## src/design/bdgm_pkg.sv

```systemverilog
package bdgm_pkg;

    localparam int CFG_IDX_W  = 3;
    localparam int CFG_DATA_W = 16;
    localparam int DELAY_W    = 9;
    localparam int GAIN_W     = 16;

    localparam logic [GAIN_W-1:0] UNITY = 16'h8000;

    localparam logic [CFG_IDX_W-1:0] CFG_STEREO_MODE   = 3'd0;
    localparam logic [CFG_IDX_W-1:0] CFG_LEFT_DELAY    = 3'd1;
    localparam logic [CFG_IDX_W-1:0] CFG_RIGHT_DELAY   = 3'd2;
    localparam logic [CFG_IDX_W-1:0] CFG_LEFT_GAIN     = 3'd3;
    localparam logic [CFG_IDX_W-1:0] CFG_RIGHT_GAIN    = 3'd4;
    localparam logic [CFG_IDX_W-1:0] CFG_WET_MIX       = 3'd5;
    localparam logic [CFG_IDX_W-1:0] CFG_DISTANCE_GAIN = 3'd6;

    typedef enum logic [2:0] {
        ST_IDLE,
        ST_READ,
        ST_MUL1,
        ST_RND1,
        ST_MUL2,
        ST_RND2,
        ST_HOLD
    } t_state;

    typedef struct packed {
        logic load_in;
        logic mem_step;
        logic mul1;
        logic rnd1;
        logic mul2;
        logic rnd2;
        logic out_load;
    } t_cmd;

    typedef struct packed {
        logic stereo;
    } t_stat;

endpackage

```

## src/design/bdgm_ctrl.sv

```systemverilog
module bdgm_ctrl (
    input  logic            i_clk,
    input  logic            i_rst_n,
    input  bdgm_pkg::t_stat i_stat,
    input  logic            i_in_valid,
    output logic            o_in_ready,
    output logic            o_out_valid,
    input  logic            i_out_ready,
    output bdgm_pkg::t_cmd  o_cmd
);
    import bdgm_pkg::*;

    t_state r_state, n_state;
    logic   r_out_valid, n_out_valid;
    logic   out_free;

    assign out_free = !r_out_valid || i_out_ready;

    always_comb begin
        n_state = r_state;
        unique case (r_state)
            ST_IDLE: begin
                if (i_in_valid) begin
                    n_state = i_stat.stereo ? ST_READ : ST_MUL1;
                end
            end
            ST_READ: n_state = ST_MUL1;
            ST_MUL1: n_state = ST_RND1;
            ST_RND1: n_state = ST_MUL2;
            ST_MUL2: n_state = ST_RND2;
            ST_RND2: n_state = ST_HOLD;
            ST_HOLD: begin
                if (out_free) begin
                    n_state = ST_IDLE;
                end
            end
            default: n_state = ST_IDLE;
        endcase
    end

    always_comb begin
        o_cmd      = '0;
        o_in_ready = 1'b0;
        unique case (r_state)
            ST_IDLE: begin
                o_in_ready    = 1'b1;
                o_cmd.load_in = i_in_valid;
            end
            ST_READ: o_cmd.mem_step = 1'b1;
            ST_MUL1: o_cmd.mul1     = 1'b1;
            ST_RND1: o_cmd.rnd1     = 1'b1;
            ST_MUL2: o_cmd.mul2     = 1'b1;
            ST_RND2: o_cmd.rnd2     = 1'b1;
            ST_HOLD: o_cmd.out_load = out_free;
            default: o_cmd = '0;
        endcase
    end

    always_comb begin
        n_out_valid = r_out_valid;
        if (o_cmd.out_load) begin
            n_out_valid = 1'b1;
        end else if (i_out_ready) begin
            n_out_valid = 1'b0;
        end
    end

    always_ff @(posedge i_clk) begin
        if (!i_rst_n) begin
            r_state     <= ST_IDLE;
            r_out_valid <= 1'b0;
        end else begin
            r_state     <= n_state;
            r_out_valid <= n_out_valid;
        end
    end

    assign o_out_valid = r_out_valid;

endmodule

```

## config.mk

```make
export PLATFORM = sky130hd
export DESIGN_NAME = bdgm_ctrl
export DESIGN_NICKNAME = d
export VERILOG_FILES = /design/src/design/bdgm_pkg.sv /design/src/design/bdgm_ctrl.sv
export SDC_FILE = /design/constraint.sdc
export NUM_CORES = 1
export LEC_CHECK = 0
export BUFFER_PORTS_ARGS = -buffer_cell sky130_fd_sc_hd__buf_2
export CAP_MARGIN = 20
export CORE_AREA = 2 2 39 41
export CTS_CLUSTER_SIZE = 20
export DETAILED_ROUTE_END_ITERATION = 6
export DIE_AREA = 0 0 41 43
export SYNTH_ARGS = -nofsm -noshare
export SYNTH_HDL_FRONTEND = slang
export SYNTH_SLANG_ARGS = --single-unit
```

## constraint.sdc

```tcl
create_clock -name i_clk -period 1.5 [get_ports i_clk]
set_clock_uncertainty 0.15 [all_clocks]
set_input_delay 0.15 -clock i_clk [delete_from_list [all_inputs] [get_ports i_clk]]
set_output_delay 0.15 -clock i_clk [all_outputs]
set_load 0.005 [all_outputs]
```

==> flow_metrics.env <==
export IMPL_hp_class="in2reg"
export IMPL_clockBufferDepth=2
export IMPL_ys_types=20
export IMPL_holdBufCountCts=0
export IMPL_grt_overflow=0
export IMPL_status="complete, no violations"
export IMPL_synth_largest_area_cell="dfxtp_1"
export IMPL_final_core_util=0.258
export IMPL_fin_crit_ns=1.34
export IMPL_core_rowCount=14
export IMPL_reg2reg_slack_ns=0.45
export IMPL_timing_fmax_mhz=747
export IMPL_grt_first_pass_wirelength_um=1010
export IMPL_cts_tree="done"
export IMPL_end_kind="primary output"
export IMPL_wl_per_cell_um=9.67
export IMPL_post_place_cells=58
export IMPL_path_clk_slew_ns=0.04
export IMPL_synth_top_area_frac=0.279
export IMPL_finalPower_mw=0.344
export IMPL_dieWidth_um=41
export IMPL_gp_congestion=0.631
export IMPL_p_leak_nw=0.166
export IMPL_num_antenna_cells=0
export IMPL_slowest_delay_ns=0.44
export IMPL_finalSetupViolations=0
export IMPL_synth_most_common_cell="dfxtp_1"
export IMPL_drv_cap=0
export IMPL_crit_required_ns=1.20
export IMPL_grt_use_total=0.0915
export IMPL_clock_latency_ns=0.24
export IMPL_rr_startpoint="r_state[0]"
export IMPL_h_tree_depth=1
export IMPL_p_per_area_nw_per_um2=965
export IMPL_finalHoldViolations=0
export IMPL_drv_slew=0
export IMPL_grt_max_degree=13
export IMPL_synth_top_family_by_area="simple AND/OR/NAND/NOR gates"
export IMPL_synth_avg_cell_area_um2=8.68
export IMPL_period_share=0.893
export IMPL_async_reset_ff_frac=0
export IMPL_final_cell_area_um2=357
export IMPL_vias=261
export IMPL_rsz0062_at_grt="no"
export IMPL_n_fill_cell=164
export IMPL_postRouteAntennaNets=0
export IMPL_root_buffer="clkbuf_4"
export IMPL_cts_buffers=3
export IMPL_synth_seq_cells=4
export IMPL_die_area_um2=1760
export IMPL_timing_rr_end="r_state[1]"
export IMPL_io_buffer_count=13
export IMPL_min_to="r_state[1]"
export IMPL_synth_fp_nets=38
export IMPL_ys_warn_count=0
export IMPL_drc=0
export IMPL_ys_dominant_reg_cell="dfxtp_1"
export IMPL_ir_worst_vdd_mv=0.199
export IMPL_worstPathMaxFanout=12
export IMPL_via_per_inst=4.28
export IMPL_synth_compound_area_share=0.0961
export IMPL_dpl_cell_area_um2=330
export IMPL_synthSimpleGateAreaFrac=0.432
export IMPL_start_kind="flop"
export IMPL_synth_fa_ha_area_frac=0
export IMPL_synth_enable_flop_cells=0
export IMPL_slew_headroom=0.820
export IMPL_totalWireLength_um=590
export IMPL_hold_start="i_rst_n"
export IMPL_synth_mux_area_fraction=0.0349
export IMPL_netlist_instances=33
export IMPL_cts_sinks=4
export IMPL_tightest_slew_ns=0.269
export IMPL_place_hpwl_um=448
export IMPL_drt_initial_drc_count=1
export IMPL_drive_gt1_frac=0.489
export IMPL_seq_area_frac_synth=0.279
export IMPL_grt_pass1_vias=260
export IMPL_synthTopCellsByArea="dfxtp_1, buf_6, a21oi_1, nor3b_1, nor4b_2"
export IMPL_cts_setup_buffers=0
export IMPL_whs_path_depth=3
export IMPL_synth_xor_area_frac=0
export IMPL_crit_slowest_cell="dfxtp_2"
export IMPL_dr_pass1_iters=2
export IMPL_die_h_um=43
export IMPL_synth_area_um2=287
export IMPL_fp_coreArea_um2=1380
export IMPL_path_cells="nand3b_1 -> nor2b_1 -> buf_2"
export IMPL_arrival_ns=1.04
export IMPL_ios=14
export IMPL_area_growth_pct=24.5
export IMPL_start_util=0.207
export IMPL_fin_setup_tns_ns=0
export IMPL_instances_no_fill=61
export IMPL_antenna_found_initial=0
export IMPL_crit_type="reg2out"
export IMPL_reg2reg_depth=3
export IMPL_ys_top_cells_by_count="dfxtp_1, a21oi_1, buf_6, nor2_1"
export IMPL_nNetsFinal=52
## worst max-delay path, delay by kind of cell, from the launching register on
kind                   cells  cell delay, ns
buffers and inverters      1            0.11
flip-flops                 1            0.44
AND/OR/NAND/NOR            2            0.24
## sequential cells by signal, indices dropped and copies added, names as in the netlist
name         cells
r_state          3
o_out_valid      1
## placed cells by master, fill, tap and decap left out, types with 2 or more instances in the layout
master | synthesis | routed
a21oi_1 | 3 | 3
nor3b_1 | 2 | 2
nand2_1 | 2 | 2
buf_2 | 0 | 13
nor2b_1 | 2 | 2
clkbuf_4 | 0 | 3
and2_1 | 2 | 2
nor2_1 | 3 | 3
dfxtp_2 | 0 | 3
## area by class of cell
| cell class | instances | area [um^2] | share of cell area |
|---|---|---|---|
| multi-input combinational | 24 | 161 | 0.453 |
| sequential | 4 | 83.8 | 0.235 |
| timing repair buffer | 13 | 65.1 | 0.182 |
| clock buffer | 3 | 22.5 | 0.0632 |
| tap | 16 | 20.0 | 0.0561 |
| inverter | 1 | 3.75 | 0.0105 |
## worst max-delay path by stage
stage	to	startpoint	slack, ns
2_1_floorplan	o_cmd[0]	r_state[0]	0.39
3_3_place_gp	o_cmd[0]	r_state[1]	0.26
3_5_place_dp	o_cmd[0]	r_state[1]	0.24
4_1_cts	o_cmd[0]	r_state[0]	0.05
5_1_grt	o_cmd[0]	r_state[1]	0.05
6_report	o_cmd[0]	r_state[1]	0.16
## logic make-up after synthesis
logic type,Yosys count
AND/OR/NAND/NOR,18
multiplexers,1
buffers and inverters,5
flip-flops,4
AO/OA/AOI/OAI,5
## report_power, final
group	switching (mW)	leakage [nW]	total [mW]	internal [mW]
logic	0.0262	0.118	0.0653	0.0391
registers	0.0246	0.0339	0.142	0.117
clock network	0.0472	0.0138	0.137	0.0897
## metal layers
layer / GRT usage / vias to the layer above / routed length [um]
met5: 0 / - / 0
met3: 0.0314 / 2 / 16
li1: - / 135 / -
met2: 0.131 / 8 / 307
met4: 0.100 / 0 / 15
met1: 0.0903 / 116 / 250
## metrics by stage
| stage | setup slack (ns) | hold WS [ns] |
|---|---|---|
| 3_5_place_dp | 0.245 | 0.315 |
| 3_3_place_gp | 0.263 | 0.308 |
| 4_1_cts | 0.0518 | 0.0693 |
| 6_report | 0.161 | 0.0611 |
| 2_1_floorplan | 0.392 | 0.184 |
| 5_1_grt | 0.0501 | 0.0866 |
## what timing repair did
| action | CTS | global route |
|---|---|---|
| resized for setup | 1 | 2 |
| setup endpoints to repair | 1 | 4 |
| endpoints found under the hold margin | 0 | 0 |
Note: power is estimated with default switching activity, not from simulation.
